==> src/sv/gdrs_pkg.sv <==
// Package for the landing gear and door retract sequencer.
// Holds widths, command and register codes, shared types and the time saturation helper.
// No dependencies; every other file of the block imports it.
package gdrs_pkg;

   // Field and register widths.
   localparam int CMD_W      = 3;
   localparam int MS_W       = 16;
   localparam int POS_W      = 10;
   localparam int TIME_W     = 15;
   localparam int TYPE_W     = 2;
   localparam int TRAVEL_W   = 14;
   localparam int DELAY_W    = 15;
   localparam int CSR_IDX_W  = 2;
   localparam int CSR_DATA_W = 15;

   // Signed width of the timeline points, wide enough for the unshifted door end.
   localparam int TL_W = 18;

   // Serial divider: quotient of t*512/travel never exceeds 512.
   localparam int QUO_W     = 10;
   localparam int DIV_STEPS = 10;
   localparam int DIV_CNT_W = 4;

   // Command codes.
   localparam logic [CMD_W-1:0] CMD_TICK       = 3'd0;
   localparam logic [CMD_W-1:0] CMD_DOWN       = 3'd1;
   localparam logic [CMD_W-1:0] CMD_UP         = 3'd2;
   localparam logic [CMD_W-1:0] CMD_OPEN       = 3'd3;
   localparam logic [CMD_W-1:0] CMD_CLOSE      = 3'd4;
   localparam logic [CMD_W-1:0] CMD_GEAR_START = 3'd5;
   localparam logic [CMD_W-1:0] CMD_GEAR_END   = 3'd6;

   // Configuration register indexes.
   localparam logic [CSR_IDX_W-1:0] CSR_DOOR_TYPE   = 2'd0;
   localparam logic [CSR_IDX_W-1:0] CSR_DOOR_TRAVEL = 2'd1;
   localparam logic [CSR_IDX_W-1:0] CSR_GEAR_TRAVEL = 2'd2;
   localparam logic [CSR_IDX_W-1:0] CSR_DOOR_DELAY  = 2'd3;

   // Door types; any other code drives the gear servo only.
   localparam logic [TYPE_W-1:0] TYPE_GEAR_ONLY = 2'd0;
   localparam logic [TYPE_W-1:0] TYPE_AVERAGED  = 2'd1;
   localparam logic [TYPE_W-1:0] TYPE_SPLIT     = 2'd2;

   // Reset values.
   localparam logic [TRAVEL_W-1:0] RST_TRAVEL_MS = 14'd100;
   localparam logic [DELAY_W-1:0]  RST_DELAY_MS  = 15'd0;

   // Servo limits and the offset that centers the quotient.
   localparam logic signed [POS_W-1:0] POS_MIN    = -10'sd256;
   localparam logic signed [POS_W-1:0] POS_MAX    = 10'sd256;
   localparam logic [QUO_W-1:0]        QUO_OFFSET = 10'd256;

   localparam logic [TIME_W-1:0] TIME_MAX = 15'h7FFF;

   typedef enum logic [3:0] {
      ST_IDLE,
      ST_SETTLE1,
      ST_SETTLE2,
      ST_UPDATE,
      ST_GEAR_LOAD,
      ST_GEAR_DIV,
      ST_DOOR_LOAD,
      ST_DOOR_DIV,
      ST_APPLY,
      ST_FINISH
   } state_type;

   // Timeline points in milliseconds.
   typedef struct packed {
      logic signed [TL_W-1:0] gear_start;
      logic signed [TL_W-1:0] gear_end;
      logic signed [TL_W-1:0] door_start;
      logic signed [TL_W-1:0] door_end;
   } tline_type;

   // Request and status of the shared divider.
   typedef struct packed {
      logic                start;
      logic [TRAVEL_W-1:0] num;
      logic [TRAVEL_W-1:0] den;
   } div_req_type;

   typedef struct packed {
      logic             done;
      logic [QUO_W-1:0] quo;
   } div_rsp_type;

   // Clamp a timeline point into the range of the time registers.
   function automatic logic [TIME_W-1:0] sat_time(input logic signed [TL_W-1:0] t);
      logic signed [TL_W-1:0] lim;
      lim = $signed({{(TL_W-TIME_W){1'b0}}, TIME_MAX});
      if (t < 0) begin
         return '0;
      end else if (t > lim) begin
         return TIME_MAX;
      end
      return t[TIME_W-1:0];
   endfunction

endpackage

==> src/sv/gdrs_req_if.sv <==
// Command channel of the gear and door sequencer: valid, ready and one command item.
// Depends on gdrs_pkg for the field widths.
interface gdrs_req_if;
   import gdrs_pkg::*;

   logic              valid;
   logic              ready;
   logic [CMD_W-1:0]  cmd;
   logic [MS_W-1:0]   elapsed_ms;

   modport source (output valid, cmd, elapsed_ms, input ready);
   modport sink   (input valid, cmd, elapsed_ms, output ready);
endinterface

==> src/sv/gdrs_rsp_if.sv <==
// Result channel of the gear and door sequencer: servo positions, time and timeline flags.
// Depends on gdrs_pkg for the field widths.
interface gdrs_rsp_if;
   import gdrs_pkg::*;

   logic                     valid;
   logic                     ready;
   logic signed [POS_W-1:0]  gear_position;
   logic signed [POS_W-1:0]  doors_position;
   logic [TIME_W-1:0]        timeline_now;
   logic                     fully_up;
   logic                     fully_down;
   logic                     doors_at_start;
   logic                     doors_at_end;
   logic                     gear_at_start;
   logic                     gear_at_end;

   modport source (output valid, gear_position, doors_position, timeline_now, fully_up,
                   fully_down, doors_at_start, doors_at_end, gear_at_start, gear_at_end,
                   input ready);
   modport sink   (input valid, gear_position, doors_position, timeline_now, fully_up,
                   fully_down, doors_at_start, doors_at_end, gear_at_start, gear_at_end,
                   output ready);
endinterface

==> src/sv/gear_door_retract_sequencer_unit.sv <==
// Landing gear and door retract sequencer. Each command item yields exactly one result item
// holding both servo positions, the current timeline point and six timeline flags. A command
// other than tick, or a tick whose target is already reached, goes from the settling states
// through the update state straight to the finish state; a moving tick also has the shared
// serial divider run two 10-step passes, one for the gear segment and one for the door
// segment, each started from its load state. A segment with zero travel time skips its pass.
// The block takes one item at a time; a finished result waits in an output register, so the
// next item may be accepted before it is taken, and a result still waiting there holds the
// next one back. The timeline follows register writes through the registers of gdrs_tline.
// Depends on gdrs_pkg, gdrs_req_if, gdrs_rsp_if, gdrs_div and gdrs_tline.
module gear_door_retract_sequencer_unit (
   input  logic                              clock,
   input  logic                              reset,
   gdrs_req_if.sink                          req_if,
   gdrs_rsp_if.source                        rsp_if,
   input  logic                              csr_we,
   input  logic [gdrs_pkg::CSR_IDX_W-1:0]    csr_index,
   input  logic [gdrs_pkg::CSR_DATA_W-1:0]   csr_wdata
);
   import gdrs_pkg::*;

   // Configuration registers.
   logic [TYPE_W-1:0]   door_type_ff;
   logic [TRAVEL_W-1:0] door_travel_ff;
   logic [TRAVEL_W-1:0] gear_travel_ff;
   logic [DELAY_W-1:0]  door_delay_ff;

   // Sequencer and datapath state.
   state_type               state_ff, state_in;
   logic [CMD_W-1:0]        cmd_ff, cmd_in;
   logic [MS_W-1:0]         elapsed_ff, elapsed_in;
   logic [TIME_W-1:0]       cur_ff, cur_in;
   logic [TIME_W-1:0]       tgt_ff, tgt_in;
   logic signed [POS_W-1:0] gear_servo_ff, gear_servo_in;
   logic signed [POS_W-1:0] door_servo_ff, door_servo_in;
   logic signed [POS_W-1:0] gp_ff, gp_in;
   logic signed [POS_W-1:0] dp_ff, dp_in;

   // Output register.
   logic                    rsp_valid_ff, rsp_valid_in;
   logic signed [POS_W-1:0] out_gear_ff, out_gear_in;
   logic signed [POS_W-1:0] out_door_ff, out_door_in;
   logic [TIME_W-1:0]       out_now_ff, out_now_in;
   logic [5:0]              out_flags_ff, out_flags_in;

   tline_type   tline;
   div_req_type div_req;
   div_rsp_type div_rsp;

   logic signed [TL_W-1:0]  seg_start, seg_diff, cur_s, up_pt, down_pt;
   logic [TRAVEL_W-1:0]     seg_travel, seg_t;
   logic signed [POS_W-1:0] seg_direct, quo_pos;
   logic [TIME_W+1:0]       sum_up;
   logic signed [TL_W-1:0]  sum_down;
   logic signed [POS_W:0]   pos_sum;
   logic signed [POS_W:0]   pos_avg;
   logic                    out_free;

   gdrs_tline u_tline (
      .clock       (clock),
      .gear_travel (gear_travel_ff),
      .door_travel (door_travel_ff),
      .door_delay  (door_delay_ff),
      .tline       (tline)
   );

   gdrs_div u_div (
      .clock (clock),
      .reset (reset),
      .req   (div_req),
      .rsp   (div_rsp)
   );

   // Register writes.
   always_ff @(posedge clock) begin
      if (reset) begin
         door_type_ff   <= TYPE_GEAR_ONLY;
         door_travel_ff <= RST_TRAVEL_MS;
         gear_travel_ff <= RST_TRAVEL_MS;
         door_delay_ff  <= RST_DELAY_MS;
      end else if (csr_we) begin
         unique case (csr_index)
            CSR_DOOR_TYPE:   door_type_ff   <= csr_wdata[TYPE_W-1:0];
            CSR_DOOR_TRAVEL: door_travel_ff <= csr_wdata[TRAVEL_W-1:0];
            CSR_GEAR_TRAVEL: gear_travel_ff <= csr_wdata[TRAVEL_W-1:0];
            CSR_DOOR_DELAY:  door_delay_ff  <= csr_wdata[DELAY_W-1:0];
         endcase
      end
   end

   // Segment clamp: time into the segment limited to 0..travel, and the zero-travel answer.
   always_comb begin
      cur_s = $signed({{(TL_W-TIME_W){1'b0}}, cur_ff});
      if (state_ff == ST_GEAR_LOAD) begin
         seg_start  = tline.gear_start;
         seg_travel = gear_travel_ff;
      end else begin
         seg_start  = tline.door_start;
         seg_travel = door_travel_ff;
      end
      seg_diff   = cur_s - seg_start;
      seg_direct = (seg_diff >= 0) ? POS_MAX : POS_MIN;
      if (seg_diff < 0) begin
         seg_t = '0;
      end else if (seg_diff > $signed({{(TL_W-TRAVEL_W){1'b0}}, seg_travel})) begin
         seg_t = seg_travel;
      end else begin
         seg_t = seg_diff[TRAVEL_W-1:0];
      end
      quo_pos = $signed(div_rsp.quo - QUO_OFFSET);
   end

   // Time step, averaging and the end points of the timeline.
   always_comb begin
      sum_up   = {2'b00, cur_ff} + {1'b0, elapsed_ff};
      sum_down = cur_s - $signed({{(TL_W-MS_W){1'b0}}, elapsed_ff});
      pos_sum  = $signed({gp_ff[POS_W-1], gp_ff}) + $signed({dp_ff[POS_W-1], dp_ff});
      pos_avg  = (pos_sum + $signed({{POS_W{1'b0}}, pos_sum[POS_W]})) >>> 1;
      up_pt    = (tline.door_end > tline.gear_end) ? tline.door_end : tline.gear_end;
      down_pt  = (tline.door_start < tline.gear_start) ? tline.door_start : tline.gear_start;
      out_free = !rsp_valid_ff || rsp_if.ready;
   end

   // Sequencer: next state and next values of the datapath.
   always_comb begin
      state_in      = state_ff;
      cmd_in        = cmd_ff;
      elapsed_in    = elapsed_ff;
      cur_in        = cur_ff;
      tgt_in        = tgt_ff;
      gear_servo_in = gear_servo_ff;
      door_servo_in = door_servo_ff;
      gp_in         = gp_ff;
      dp_in         = dp_ff;
      div_req.start = 1'b0;
      div_req.num   = seg_t;
      div_req.den   = seg_travel;
      rsp_valid_in  = rsp_valid_ff && !rsp_if.ready;
      out_gear_in   = out_gear_ff;
      out_door_in   = out_door_ff;
      out_now_in    = out_now_ff;
      out_flags_in  = out_flags_ff;

      unique case (state_ff)
         ST_IDLE: begin
            if (req_if.valid) begin
               cmd_in     = req_if.cmd;
               elapsed_in = req_if.elapsed_ms;
               state_in   = ST_SETTLE1;
            end
         end
         // The settling states let the timeline catch up with a register written just before.
         ST_SETTLE1: state_in = ST_SETTLE2;
         ST_SETTLE2: state_in = ST_UPDATE;
         ST_UPDATE: begin
            state_in = ST_FINISH;
            unique case (cmd_ff)
               CMD_TICK: begin
                  if (tgt_ff != cur_ff) begin
                     state_in = ST_GEAR_LOAD;
                     if (tgt_ff > cur_ff) begin
                        cur_in = (sum_up > {2'b00, tgt_ff}) ? tgt_ff : sum_up[TIME_W-1:0];
                     end else begin
                        cur_in = (sum_down < 0) ? '0 : sum_down[TIME_W-1:0];
                     end
                  end
               end
               CMD_DOWN:       tgt_in = '0;
               CMD_UP:         tgt_in = sat_time(up_pt);
               CMD_OPEN:       tgt_in = sat_time(down_pt);
               CMD_CLOSE:      tgt_in = sat_time(tline.door_end);
               CMD_GEAR_START: tgt_in = sat_time(tline.gear_start);
               CMD_GEAR_END:   tgt_in = sat_time(tline.gear_end);
               default: ;
            endcase
         end
         ST_GEAR_LOAD: begin
            if (gear_travel_ff == '0) begin
               gp_in    = seg_direct;
               state_in = ST_DOOR_LOAD;
            end else begin
               div_req.start = 1'b1;
               state_in      = ST_GEAR_DIV;
            end
         end
         ST_GEAR_DIV: begin
            if (div_rsp.done) begin
               gp_in    = quo_pos;
               state_in = ST_DOOR_LOAD;
            end
         end
         ST_DOOR_LOAD: begin
            if (door_travel_ff == '0) begin
               dp_in    = seg_direct;
               state_in = ST_APPLY;
            end else begin
               div_req.start = 1'b1;
               state_in      = ST_DOOR_DIV;
            end
         end
         ST_DOOR_DIV: begin
            if (div_rsp.done) begin
               dp_in    = quo_pos;
               state_in = ST_APPLY;
            end
         end
         // Map the segment positions onto the servos of the chosen door type.
         ST_APPLY: begin
            state_in = ST_FINISH;
            if (door_type_ff == TYPE_AVERAGED) begin
               gear_servo_in = pos_avg[POS_W-1:0];
               door_servo_in = pos_avg[POS_W-1:0];
            end else if (door_type_ff == TYPE_SPLIT) begin
               gear_servo_in = gp_ff;
               door_servo_in = dp_ff;
            end else begin
               gear_servo_in = gp_ff;
            end
         end
         // Hand the item to the output register once it is free.
         ST_FINISH: begin
            if (out_free) begin
               rsp_valid_in = 1'b1;
               out_gear_in  = gear_servo_ff;
               out_door_in  = door_servo_ff;
               out_now_in   = cur_ff;
               out_flags_in = {cur_s >= up_pt,
                               cur_s <= down_pt,
                               cur_s <= tline.door_start,
                               cur_s >= tline.door_end,
                               cur_s <= tline.gear_start,
                               cur_s >= tline.gear_end};
               state_in     = ST_IDLE;
            end
         end
         default: state_in = ST_IDLE;
      endcase
   end

   // Control state.
   always_ff @(posedge clock) begin
      if (reset) begin
         state_ff      <= ST_IDLE;
         rsp_valid_ff  <= 1'b0;
         cur_ff        <= '0;
         tgt_ff        <= '0;
         gear_servo_ff <= POS_MIN;
         door_servo_ff <= POS_MIN;
      end else begin
         state_ff      <= state_in;
         rsp_valid_ff  <= rsp_valid_in;
         cur_ff        <= cur_in;
         tgt_ff        <= tgt_in;
         gear_servo_ff <= gear_servo_in;
         door_servo_ff <= door_servo_in;
      end
   end

   // Item and result payload.
   always_ff @(posedge clock) begin
      cmd_ff       <= cmd_in;
      elapsed_ff   <= elapsed_in;
      gp_ff        <= gp_in;
      dp_ff        <= dp_in;
      out_gear_ff  <= out_gear_in;
      out_door_ff  <= out_door_in;
      out_now_ff   <= out_now_in;
      out_flags_ff <= out_flags_in;
   end

   assign req_if.ready          = (state_ff == ST_IDLE);
   assign rsp_if.valid          = rsp_valid_ff;
   assign rsp_if.gear_position  = out_gear_ff;
   assign rsp_if.doors_position = out_door_ff;
   assign rsp_if.timeline_now   = out_now_ff;
   assign rsp_if.fully_up       = out_flags_ff[5];
   assign rsp_if.fully_down     = out_flags_ff[4];
   assign rsp_if.doors_at_start = out_flags_ff[3];
   assign rsp_if.doors_at_end   = out_flags_ff[2];
   assign rsp_if.gear_at_start  = out_flags_ff[1];
   assign rsp_if.gear_at_end    = out_flags_ff[0];

   // An accepted item always starts with the timeline settling cycles.
   a_accept_settle: assert property (@(posedge clock) disable iff (reset)
      (req_if.valid && req_if.ready) |=> (state_ff == ST_SETTLE1))
      else $error("accepted item did not enter the settling cycles");

   // The divider is started only from a segment load state.
   a_div_start: assert property (@(posedge clock) disable iff (reset)
      div_req.start |-> (state_ff == ST_GEAR_LOAD || state_ff == ST_DOOR_LOAD))
      else $error("divider started outside a segment load");

   // A divider result arrives only while the sequencer waits for it.
   a_div_done: assert property (@(posedge clock) disable iff (reset)
      div_rsp.done |-> (state_ff == ST_GEAR_DIV || state_ff == ST_DOOR_DIV))
      else $error("divider result arrived with nobody waiting");

   // Servo positions stay within full travel.
   a_servo_range: assert property (@(posedge clock) disable iff (reset)
      (gear_servo_ff >= POS_MIN && gear_servo_ff <= POS_MAX &&
       door_servo_ff >= POS_MIN && door_servo_ff <= POS_MAX))
      else $error("servo position out of range");

endmodule

==> src/sv/gdrs_div.sv <==
// Serial restoring divider computing (num*512)/den, one quotient bit per cycle.
// Depends on gdrs_pkg for widths and the request and status structs.
module gdrs_div (
   input  logic                  clock,
   input  logic                  reset,
   input  gdrs_pkg::div_req_type req,
   output gdrs_pkg::div_rsp_type rsp
);
   import gdrs_pkg::*;

   logic                 busy_ff, busy_in;
   logic                 done_ff, done_in;
   logic                 lsb_ff, lsb_in;
   logic [DIV_CNT_W-1:0] cnt_ff, cnt_in;
   logic [TRAVEL_W-1:0]  rem_ff, rem_in;
   logic [TRAVEL_W-1:0]  den_ff, den_in;
   logic [QUO_W-1:0]     quo_ff, quo_in;
   logic [TRAVEL_W:0]    trial;
   logic                 fits;

   // One step: shift in the next dividend bit and try to subtract the divisor.
   // The dividend is num followed by nine zeros, so only the first step brings in num[0].
   always_comb begin
      trial   = {rem_ff, lsb_ff};
      fits    = (trial >= {1'b0, den_ff});
      busy_in = busy_ff;
      done_in = 1'b0;
      lsb_in  = lsb_ff;
      cnt_in  = cnt_ff;
      rem_in  = rem_ff;
      den_in  = den_ff;
      quo_in  = quo_ff;
      if (req.start) begin
         busy_in = 1'b1;
         lsb_in  = req.num[0];
         cnt_in  = '0;
         rem_in  = {1'b0, req.num[TRAVEL_W-1:1]};
         den_in  = req.den;
         quo_in  = '0;
      end else if (busy_ff) begin
         lsb_in = 1'b0;
         rem_in = fits ? TRAVEL_W'(trial - {1'b0, den_ff}) : trial[TRAVEL_W-1:0];
         quo_in = {quo_ff[QUO_W-2:0], fits};
         cnt_in = cnt_ff + 1'b1;
         if (cnt_ff == DIV_CNT_W'(DIV_STEPS - 1)) begin
            busy_in = 1'b0;
            done_in = 1'b1;
         end
      end
   end

   // Control state.
   always_ff @(posedge clock) begin
      if (reset) begin
         busy_ff <= 1'b0;
         done_ff <= 1'b0;
      end else begin
         busy_ff <= busy_in;
         done_ff <= done_in;
      end
   end

   // Datapath registers.
   always_ff @(posedge clock) begin
      lsb_ff <= lsb_in;
      cnt_ff <= cnt_in;
      rem_ff <= rem_in;
      den_ff <= den_in;
      quo_ff <= quo_in;
   end

   assign rsp.done = done_ff;
   assign rsp.quo  = quo_ff;

endmodule

==> src/sv/gdrs_tline.sv <==
// Two-stage derivation of the gear and door timeline from the travel and delay registers.
// Depends on gdrs_pkg for widths and the timeline struct.
module gdrs_tline (
   input  logic                                  clock,
   input  logic [gdrs_pkg::TRAVEL_W-1:0]         gear_travel,
   input  logic [gdrs_pkg::TRAVEL_W-1:0]         door_travel,
   input  logic [gdrs_pkg::DELAY_W-1:0]          door_delay,
   output gdrs_pkg::tline_type                   tline
);
   import gdrs_pkg::*;

   logic signed [TL_W-1:0] g_s, d_s, dly_s, ds_raw, de_raw;
   logic signed [TL_W-1:0] ds1_in, de1_in, ds1_ff, de1_ff, g1_ff;
   tline_type              tline_in, tline_ff;

   // First stage: door after gear plus delay; pull the door start back if it ends early.
   always_comb begin
      g_s    = $signed({{(TL_W-TRAVEL_W){1'b0}}, gear_travel});
      d_s    = $signed({{(TL_W-TRAVEL_W){1'b0}}, door_travel});
      dly_s  = $signed({{(TL_W-DELAY_W){door_delay[DELAY_W-1]}}, door_delay});
      ds_raw = g_s + dly_s;
      de_raw = ds_raw + d_s;
      if (de_raw < g_s) begin
         ds1_in = g_s - d_s;
         de1_in = g_s;
      end else begin
         ds1_in = ds_raw;
         de1_in = de_raw;
      end
   end

   // Second stage: shift the whole timeline up when the door start is negative.
   always_comb begin
      if (ds1_ff < 0) begin
         tline_in.gear_start = -ds1_ff;
         tline_in.gear_end   = g1_ff - ds1_ff;
         tline_in.door_start = '0;
         tline_in.door_end   = de1_ff - ds1_ff;
      end else begin
         tline_in.gear_start = '0;
         tline_in.gear_end   = g1_ff;
         tline_in.door_start = ds1_ff;
         tline_in.door_end   = de1_ff;
      end
   end

   // Both stages follow the registers every cycle.
   always_ff @(posedge clock) begin
      ds1_ff   <= ds1_in;
      de1_ff   <= de1_in;
      g1_ff    <= g_s;
      tline_ff <= tline_in;
   end

   assign tline = tline_ff;

endmodule

==> src/flat_wrapper.sv <==
// flat-port wrapper written by rule: the top's interface ports become plain ports
module gear_door_retract_sequencer_unit_flat import gdrs_pkg::*;
  (clock, reset, csr_we, csr_index, csr_wdata, req_if_valid, req_if_cmd, req_if_elapsed_ms, req_if_ready, rsp_if_valid, rsp_if_gear_position, rsp_if_doors_position, rsp_if_timeline_now, rsp_if_fully_up, rsp_if_fully_down, rsp_if_doors_at_start, rsp_if_doors_at_end, rsp_if_gear_at_start, rsp_if_gear_at_end, rsp_if_ready);
  gdrs_req_if req_if_i ();
  gdrs_rsp_if rsp_if_i ();
  input  logic clock;
  input  logic reset;
  input  logic csr_we;
  input  logic [gdrs_pkg::CSR_IDX_W-1:0] csr_index;
  input  logic [gdrs_pkg::CSR_DATA_W-1:0] csr_wdata;
  input wire logic [$bits(req_if_i.valid)-1:0] req_if_valid;
  input wire logic [$bits(req_if_i.cmd)-1:0] req_if_cmd;
  input wire logic [$bits(req_if_i.elapsed_ms)-1:0] req_if_elapsed_ms;
  output wire logic [$bits(req_if_i.ready)-1:0] req_if_ready;
  output wire logic [$bits(rsp_if_i.valid)-1:0] rsp_if_valid;
  output wire logic [$bits(rsp_if_i.gear_position)-1:0] rsp_if_gear_position;
  output wire logic [$bits(rsp_if_i.doors_position)-1:0] rsp_if_doors_position;
  output wire logic [$bits(rsp_if_i.timeline_now)-1:0] rsp_if_timeline_now;
  output wire logic [$bits(rsp_if_i.fully_up)-1:0] rsp_if_fully_up;
  output wire logic [$bits(rsp_if_i.fully_down)-1:0] rsp_if_fully_down;
  output wire logic [$bits(rsp_if_i.doors_at_start)-1:0] rsp_if_doors_at_start;
  output wire logic [$bits(rsp_if_i.doors_at_end)-1:0] rsp_if_doors_at_end;
  output wire logic [$bits(rsp_if_i.gear_at_start)-1:0] rsp_if_gear_at_start;
  output wire logic [$bits(rsp_if_i.gear_at_end)-1:0] rsp_if_gear_at_end;
  input wire logic [$bits(rsp_if_i.ready)-1:0] rsp_if_ready;
  assign req_if_i.valid = req_if_valid;
  assign req_if_i.cmd = req_if_cmd;
  assign req_if_i.elapsed_ms = req_if_elapsed_ms;
  assign req_if_ready = req_if_i.ready;
  assign rsp_if_valid = rsp_if_i.valid;
  assign rsp_if_gear_position = rsp_if_i.gear_position;
  assign rsp_if_doors_position = rsp_if_i.doors_position;
  assign rsp_if_timeline_now = rsp_if_i.timeline_now;
  assign rsp_if_fully_up = rsp_if_i.fully_up;
  assign rsp_if_fully_down = rsp_if_i.fully_down;
  assign rsp_if_doors_at_start = rsp_if_i.doors_at_start;
  assign rsp_if_doors_at_end = rsp_if_i.doors_at_end;
  assign rsp_if_gear_at_start = rsp_if_i.gear_at_start;
  assign rsp_if_gear_at_end = rsp_if_i.gear_at_end;
  assign rsp_if_i.ready = rsp_if_ready;
  gear_door_retract_sequencer_unit u_core (.clock(clock), .reset(reset), .req_if(req_if_i), .rsp_if(rsp_if_i), .csr_we(csr_we), .csr_index(csr_index), .csr_wdata(csr_wdata));
endmodule
==> config.mk <==
export PLATFORM = sky130hd
export DESIGN_NAME = gear_door_retract_sequencer_unit_flat
export DESIGN_NICKNAME = d
export VERILOG_FILES = /design/src/sv/gdrs_pkg.sv /design/src/sv/gdrs_req_if.sv /design/src/sv/gdrs_rsp_if.sv /design/src/sv/gear_door_retract_sequencer_unit.sv /design/src/sv/gdrs_div.sv /design/src/sv/gdrs_tline.sv /design/src/flat_wrapper.sv
export SDC_FILE = /design/constraint.sdc
export NUM_CORES = 1
export LEC_CHECK = 0
export BUFFER_PORTS_ARGS = -buffer_cell sky130_fd_sc_hd__buf_4
export CAP_MARGIN = 20
export CORE_AREA = 5 5 287 149
export CTS_CLUSTER_SIZE = 16
export DETAILED_ROUTE_END_ITERATION = 12
export DIE_AREA = 0 0 292 154
export MAX_ROUTING_LAYER = met4
export PLACE_DENSITY = 0.81
export SETUP_SLACK_MARGIN = 0.05
export SYNTH_ARGS = -nofsm -noshare
export SYNTH_HDL_FRONTEND = slang
export SYNTH_SLANG_ARGS = --single-unit
export TNS_END_PERCENT = 50
==> constraint.sdc <==
create_clock -name clock -period 7.3 [get_ports clock]
set_input_delay 1.46 -clock clock [delete_from_list [all_inputs] [get_ports clock]]
set_output_delay 1.46 -clock clock [all_outputs]
set_load 0.02 [all_outputs]
==> After elaboration in Yosys (flattened, before gate mapping) <==
Cells that the tools add are included.
{ "word_totals": {"ff_bits": 346, "in_bits": 41, "out_inout_bits": 43, "word_cells": 212} }
{ "classes": {"n_addsub": 14, "order_cmp": 27, "n_eq_ne": 28, "n_mux": 80, "n_bitwise": 1, "reduce_logical": 27} }
{ "op_table": {"columns": ["op", "n"], "rows": [
  ["$mux 15", 18],
  ["$lt 18x1->1 const B", 7],
  ["$gt 18x16->1 const B", 5],
  ["$pmux 15 s6", 1],
  ["$mux 18", 4],
  ["$mux 10", 7],
  ["$mux 14", 5],
  ["$ge 16x18->1", 3],
  ["$le 16x18->1", 3],
  ["$mux 50", 1],
  ["$pmux 10 s2", 2],
  ["$pmux 4 s10", 1],
  ["$mux 1", 30],
  ["$logic_not 14->1", 2],
  ["$mux 4", 7],
  ["$mux 13", 2],
  ["$ge 18x1->1 const B", 1],
  ["$gt 18x15->1", 1],
  ["$gt 18x18->1", 1],
  ["$lt 18x18->1", 1],
  ["$neg 18->18", 1],
  ["$sub 15x18->18", 1],
  ["$sub 16x18->18", 1],
  ["$sub 17x18->18", 1],
  ["other kinds (42)", 71]
]} }

==> Depth between registers and ports, before layout <==
{ "logic_depth": {"word_depth": 9, "ltp_mapped": 27} }

==> Hierarchy <==
From an unflattened synthesis, not the netlist that was laid out.
{ "unflattened": {"hier_cells": 2852, "hier_area_um2": 25222.9} }
{ "by_module_without_submodules": {"columns": ["module", "n_inst", "cells_per_inst", "area_per_inst_um2", "seq_area_each_um2"], "rows": [
  ["gear_door_retract_sequencer_unit", 1, 1814, 15382.3, 4404.2],
  ["gdrs_tline", 1, 793, 7263.2, 2342.2],
  ["gdrs_div", 1, 245, 2577.5, 1181.1]
]} }

==> Worst setup path before layout <==
OpenSTA, ideal clock, no wires.
{ "synth_timing": {"path_kind": "register to register", "start": "register u_core.u_tline.tline_ff (netlist bit u_core.u_tline.tline[53])", "end": "register u_core.out_flags_ff[5] (data pin)", "setup_time_ns": 0.270, "arrival_ns": 5.121, "required_time_ns": 7.030, "setup_slack_ns": 1.909, "path_stages_with_launch": 27, "n_path_buf": 5, "synth_period_minus_slack_ns": 5.391, "cell_sequence": "dfxtp_1 > clkinv_1 > clkbuf_1 > ha_1 > nand2_1 > or3_1 > nor3_2 > a2111oi_2 > and4b_1 > a311o_1 > buf_4 > buf_2 > clkbuf_1 > clkbuf_1 > nand2_1 > o21ai_0 > ha_1 > nand2b_1 > a21o_1 > a21o_1 > a21o_1 > a21o_1 > a21o_1 > a2111oi_0 > o31ai_1 > a211oi_1 > a21oi_1"} }
{ "synth_between": {"elab_chain_len": 3} }
{ "synth_rtl": {"columns": ["element", "line_no", "text"], "rows": [
  ["from (decl)", "gdrs_tline.sv:14", "tline_type tline_in, tline_ff;"],
  ["from (signal assigned)", "gdrs_tline.sv:52", "tline_ff <= tline_in;"],
  ["$gt 18x18->1", "gear_door_retract_sequencer_unit.sv:119", "up_pt = (tline.door_end > tline.gear_end) ? tline.door_end : tline.gear_end;"],
  ["$mux 18 *", "gear_door_retract_sequencer_unit.sv:119", null],
  ["$ge 16x18->1 *", "gear_door_retract_sequencer_unit.sv:227", "out_flags_in = {cur_s >= up_pt,"],
  ["to (signal assigned)", "gear_door_retract_sequencer_unit.sv:268", "out_flags_ff <= out_flags_in;"],
  ["to (decl)", "gear_door_retract_sequencer_unit.sv:44", "logic [5:0] out_flags_ff, out_flags_in;"]
]} }
Every way passes the cells marked *; elsewhere a longest branch is shown, timed or not.
A chain may end at the register's enable or synchronous reset.

==> Worst setup path in the final report <==
{ "layout_timing": {"start": "register u_core.state_ff[2]", "end": "register u_core.u_div.rem_ff[12] (data pin)"} }
{ "layout_between": {"elab_chain_len": 7} }
{ "layout_rtl": {"columns": ["element", "line_no", "text"], "rows": [
  ["from (decl)", "gear_door_retract_sequencer_unit.sv:29", "state_type state_ff, state_in;"],
  ["from (signal assigned)", "gear_door_retract_sequencer_unit.sv:250", "state_ff <= state_in;"],
  ["$eq 4x3->1", "gear_door_retract_sequencer_unit.sv:94, gear_door_retract_sequencer_unit.sv:144", null],
  ["$mux 18", "gear_door_retract_sequencer_unit.sv:94", "if (state_ff == ST_GEAR_LOAD) begin"],
  ["$sub 16x18->18", "gear_door_retract_sequencer_unit.sv:101", "seg_diff = cur_s - seg_start;"],
  ["$gt 18x15->1", "gear_door_retract_sequencer_unit.sv:105", "end else if (seg_diff > $signed({{(TL_W-TRAVEL_W){1'b0}}, seg_travel})) begin"],
  ["$mux 14", "gear_door_retract_sequencer_unit.sv:105", null],
  ["$mux 14", "gear_door_retract_sequencer_unit.sv:103", "if (seg_diff < 0) begin"],
  ["$mux 13 *", "gdrs_div.sv:33", "if (req.start) begin"],
  ["named net u_core.u_div.rem_in[12]", "gdrs_div.sv:15", "logic [TRAVEL_W-1:0] rem_ff, rem_in;"],
  ["to (signal assigned)", "gdrs_div.sv:67", "rem_ff <= rem_in;"],
  ["to (decl)", "gdrs_div.sv:15", null]
]} }
The timed path passes the listed nets; every way through them passes the cells marked *.

==> flow_metrics.py <==
metrics = {
    "outcome": {
        "status": "complete, no violations",
    },
    "worst_setup_path": {
        "path_class": "reg2reg",
        "crit_arrival_ns": 6.77,
        "path_cells": "nor2b_1 > nand2_1 > mux2_2 > ha_1 > fa_1 > nor2b_1 > o21ai_0 > a21boi_0 > o21a_1 > nand4_1 > o21ai_0 > xor2_1 > ha_1 > nor2b_1 > o21ai_0 > o21ai_0 > nor2_1 > a21oi_1 > nor4_1 > nand4_1 > nor2b_1 > a221o_1",
        "crit_path_max_incr_delay_ns": 0.68,
        "path_buf_inv": 0,
        "crit_path_end_kind": "register",
        "crit_fanout": 12,
        "critPathTopFamily": "simple AND/OR/NAND/NOR gates",
        "cp_slowest_cell": "nand4_1",
        "crit_required_ns": 7.65,
        "start_kind": "register",
    },
    "logic_synthesis": {
        "synth_enable_flop_cells": 108,
        "yosysUniqueCellTypes": 93,
        "synthXorXnorAreaFrac_pct": 4.41,
        "synth_top_area_share_pct": 18.6,
        "syn_area_per_cell_um2": 8.66,
        "synth_seq_cells": 342,
        "synth_top_family_by_area": "compound AO/OA/AOI/OAI gates",
        "yosys.area_share.simple_pct": 16.0,
        "synthArstFlopShare_pct": 0,
        "synthMuxAreaShare_pct": 5.13,
        "yosys_warnings": 0,
        "synth_area_um2": 25200,
        "synth_cells": 2912,
        "ys.flop_type": "dfxtp_1",
        "yosysSeqAreaShare_pct": 31.4,
        "ys_top_cells_by_area": "dfxtp_1, ha_1, edfxtp_1",
        "synth_area_leader_cell": "dfxtp_1",
        "synth_compound_area_share_pct": 20.3,
        "synthAdderAreaFrac_pct": 17.2,
    },
    "die": {
        "rows": 52,
        "dieArea_um2": 45000,
        "start_util_pct": 63.3,
        "io_pins": 84,
        "die_w_um": 292,
        "dieHeight_um": 154,
        "coreArea_um2": 39800,
    },
    "global_routing": {
        "grt_pass1_vias": 21500,
        "overflow": 0,
        "grtUsageTotal_pct": 37.9,
        "grt_pass1_wl_um": 130000,
        "grt_max_degree": 57,
        "antenna_found_initial": 3,
    },
    "place": {
        "port_buffers": 83,
        "gp_congestion": 1.04,
        "post-dp-hpwl_um": 67600,
        "dp_cells": 3465,
    },
    "timing": {
        "tns_ns": 0,
        "slew_viol_final": 0,
        "tightest_slew_ns": 1.31,
        "setup_viol": 0,
        "rsz0062_at_grt": "false",
        "final_hold_viol_count": 0,
        "fin_crit_sh_pct": 87.9,
        "max_slew_margin_pct": 11.6,
        "finalWorstPathRequiredPeriod_ns": 6.42,
        "finClkSkew_ns": 0.0221,
        "fmax_mhz": 156,
    },
    "cts": {
        "clock-sinks": 342,
        "cts_buffers": 31,
        "clkTransAtPathRegs_ns": 0.07,
        "h-tree-depth": 1,
        "cts_tree": "yes",
        "cts-root-buf": "clkbuf_16",
        "insertion_delay_ns": 0.61,
        "post_cts_resized": 0,
        "holdBufCountCts": 0,
        "post-cts-setup-buffers": 0,
        "clk_path_buf_depth": 3,
    },
    "routing": {
        "wirelength_um": 87000,
        "num_vias": 23200,
        "drc": 0,
        "firstDrtPassIters": 8,
        "routedWlPerCell_um": 24.6,
        "via_per_inst": 6.56,
        "postRouteAntennaNets": 0,
        "drtIter0Drc": 3375,
    },
    "finish": {
        "layout-drive-gt1-share_pct": 9.13,
        "stdcell_count": 3531,
        "syn_to_final_growth_pct": 9.21,
        "n_fill_cell": 3128,
        "num-nets-final": 3347,
    },
    "job": {
        "cap_violations": 0,
    },
    "power": {
        "p_int_mw": 4.57,
        "p_sw_share_pct": 41.5,
        "p_sw_mw": 3.24,
        "sequentialPowerShare_pct": 34.1,
        "ir_drop_uv": 373,
        "p_clk_share_pct": 22.8,
        "powerDensity_nw_per_um2": 284,
        "pwr-share-comb_pct": 43.1,
        "p_leak_nw": 11.7,
    },
    "worst_hold_path": {
        "hp-class": "reg2reg",
    },
}
## layout make-up
cell class,count,area (um^2),area share (%)
Antenna cell,1,2.50,0.00909
Clock buffer,41,876,3.18
Clock inverter,17,200,0.727
Inverter,237,890,3.23
Multi-Input combinational cell,2221,16000,57.9
Sequential cell,342,7930,28.8
Tap cell,540,676,2.45
Timing Repair Buffer,132,1010,3.66
## cell usage in the layout, fill, tap and decap left out, types with 92 or more instances in the layout
cell type / netlist / layout
nor2_1: 253 / 252
inv_1: 235 / 235
xnor2_1: 92 / 92
a21oi_1: 272 / 272
o21ai_0: 149 / 149
edfxtp_1: 108 / 108
dfxtp_1: 234 / 234
ha_1: 331 / 331
nand2_1: 231 / 231
buf_4: 3 / 124
## synth_stat cells, types with 15 or more instances
library cell	count
o211ai_1	31
nor4_1	19
clkbuf_1	82
nand3_1	29
nand2_1	231
a31oi_1	28
mux2i_1	68
mux2_2	43
nand2b_1	54
ha_1	331
a21oi_1	272
a21o_1	64
a211oi_1	22
o21a_1	27
or3_1	15
nand4_1	49
nor2b_1	48
nor3_1	47
xnor2_1	92
xor2_1	33
a22oi_1	15
o2111ai_1	17
and2_1	29
o21ai_0	149
nor2_1	253
buf_1	17
inv_1	235
edfxtp_1	108
dfxtp_1	234
o21bai_1	20
## state kept, by name, indices dropped and copies added (netlist names), 15 cells and up
register	flops
u_core.u_tline.tline	70
u_core.u_tline.de1_ff	17
u_core.elapsed_ff	16
u_core.u_tline.ds1_ff	16
u_core.cur_ff	15
u_core.door_delay_ff	15
u_core.rsp_if.timeline_now	15
u_core.tgt_ff	15
## cells by family after synthesis
logic type	count (synthesis)
and+or+nand+nor	839
AOI/OAI and AO/OA	789
buffers and inverters	354
DFF	342
adders and majority gates	341
xor gates and xnor gates	126
muxes	120
other	1
## layer usage
metal / routed length (um) / part of all wire [%] / track usage, %
met3: 14800 / 17 / 17.4
met4: 1360 / 1.6 / 5.61
met2: 32000 / 37 / 47.3
met5: 0 / 0 / -
met1: 38900 / 45 / 56.2
## path summary, 6_finish.rpt
kind | start | end | slack (ns) | depth (start not counted)
min | u_core.door_servo_ff[9] | u_core.rsp_if.doors_position[9] | 0.44 | 0
max | u_core.state_ff[2] | u_core.u_div.rem_ff[12] | 0.88 | 22
min reg2reg | u_core.door_servo_ff[9] | u_core.rsp_if.doors_position[9] | 0.44 | 0
max reg2reg | u_core.state_ff[2] | u_core.u_div.rem_ff[12] | 0.88 | 22
## power by group through the flow
stage	Sequential [mW]	Combinational (mW)	Clock, mW
4_1_cts	2.62	3.24	1.78
6_report	2.67	3.36	1.78
3_5_place_dp	2.66	3.21	0
3_3_place_gp	2.66	3.08	0
5_1_grt	2.66	3.68	1.88
2_1_floorplan	2.41	2.47	0
## metrics by stage
stage / hold slack, ns / utilization (%) / power, mW / worst slack [ns] / instance area (um^2)
after floorplan: 0.397 / - / 4.88 / 1.91 / 25200
after global placement: 0.412 / 66.2 / 5.75 / 1.21 / 26400
after detailed placement: 0.420 / 66.3 / 5.87 / 1.02 / 26400
after CTS: 0.436 / 69.0 / 7.65 / 1.01 / 27500
after global routing: 0.443 / 69.1 / 8.22 / 0.470 / 27500
final: 0.437 / 69.1 / 7.81 / 0.882 / 27500
No activity file was read; power rests on OpenSTA's default activity.
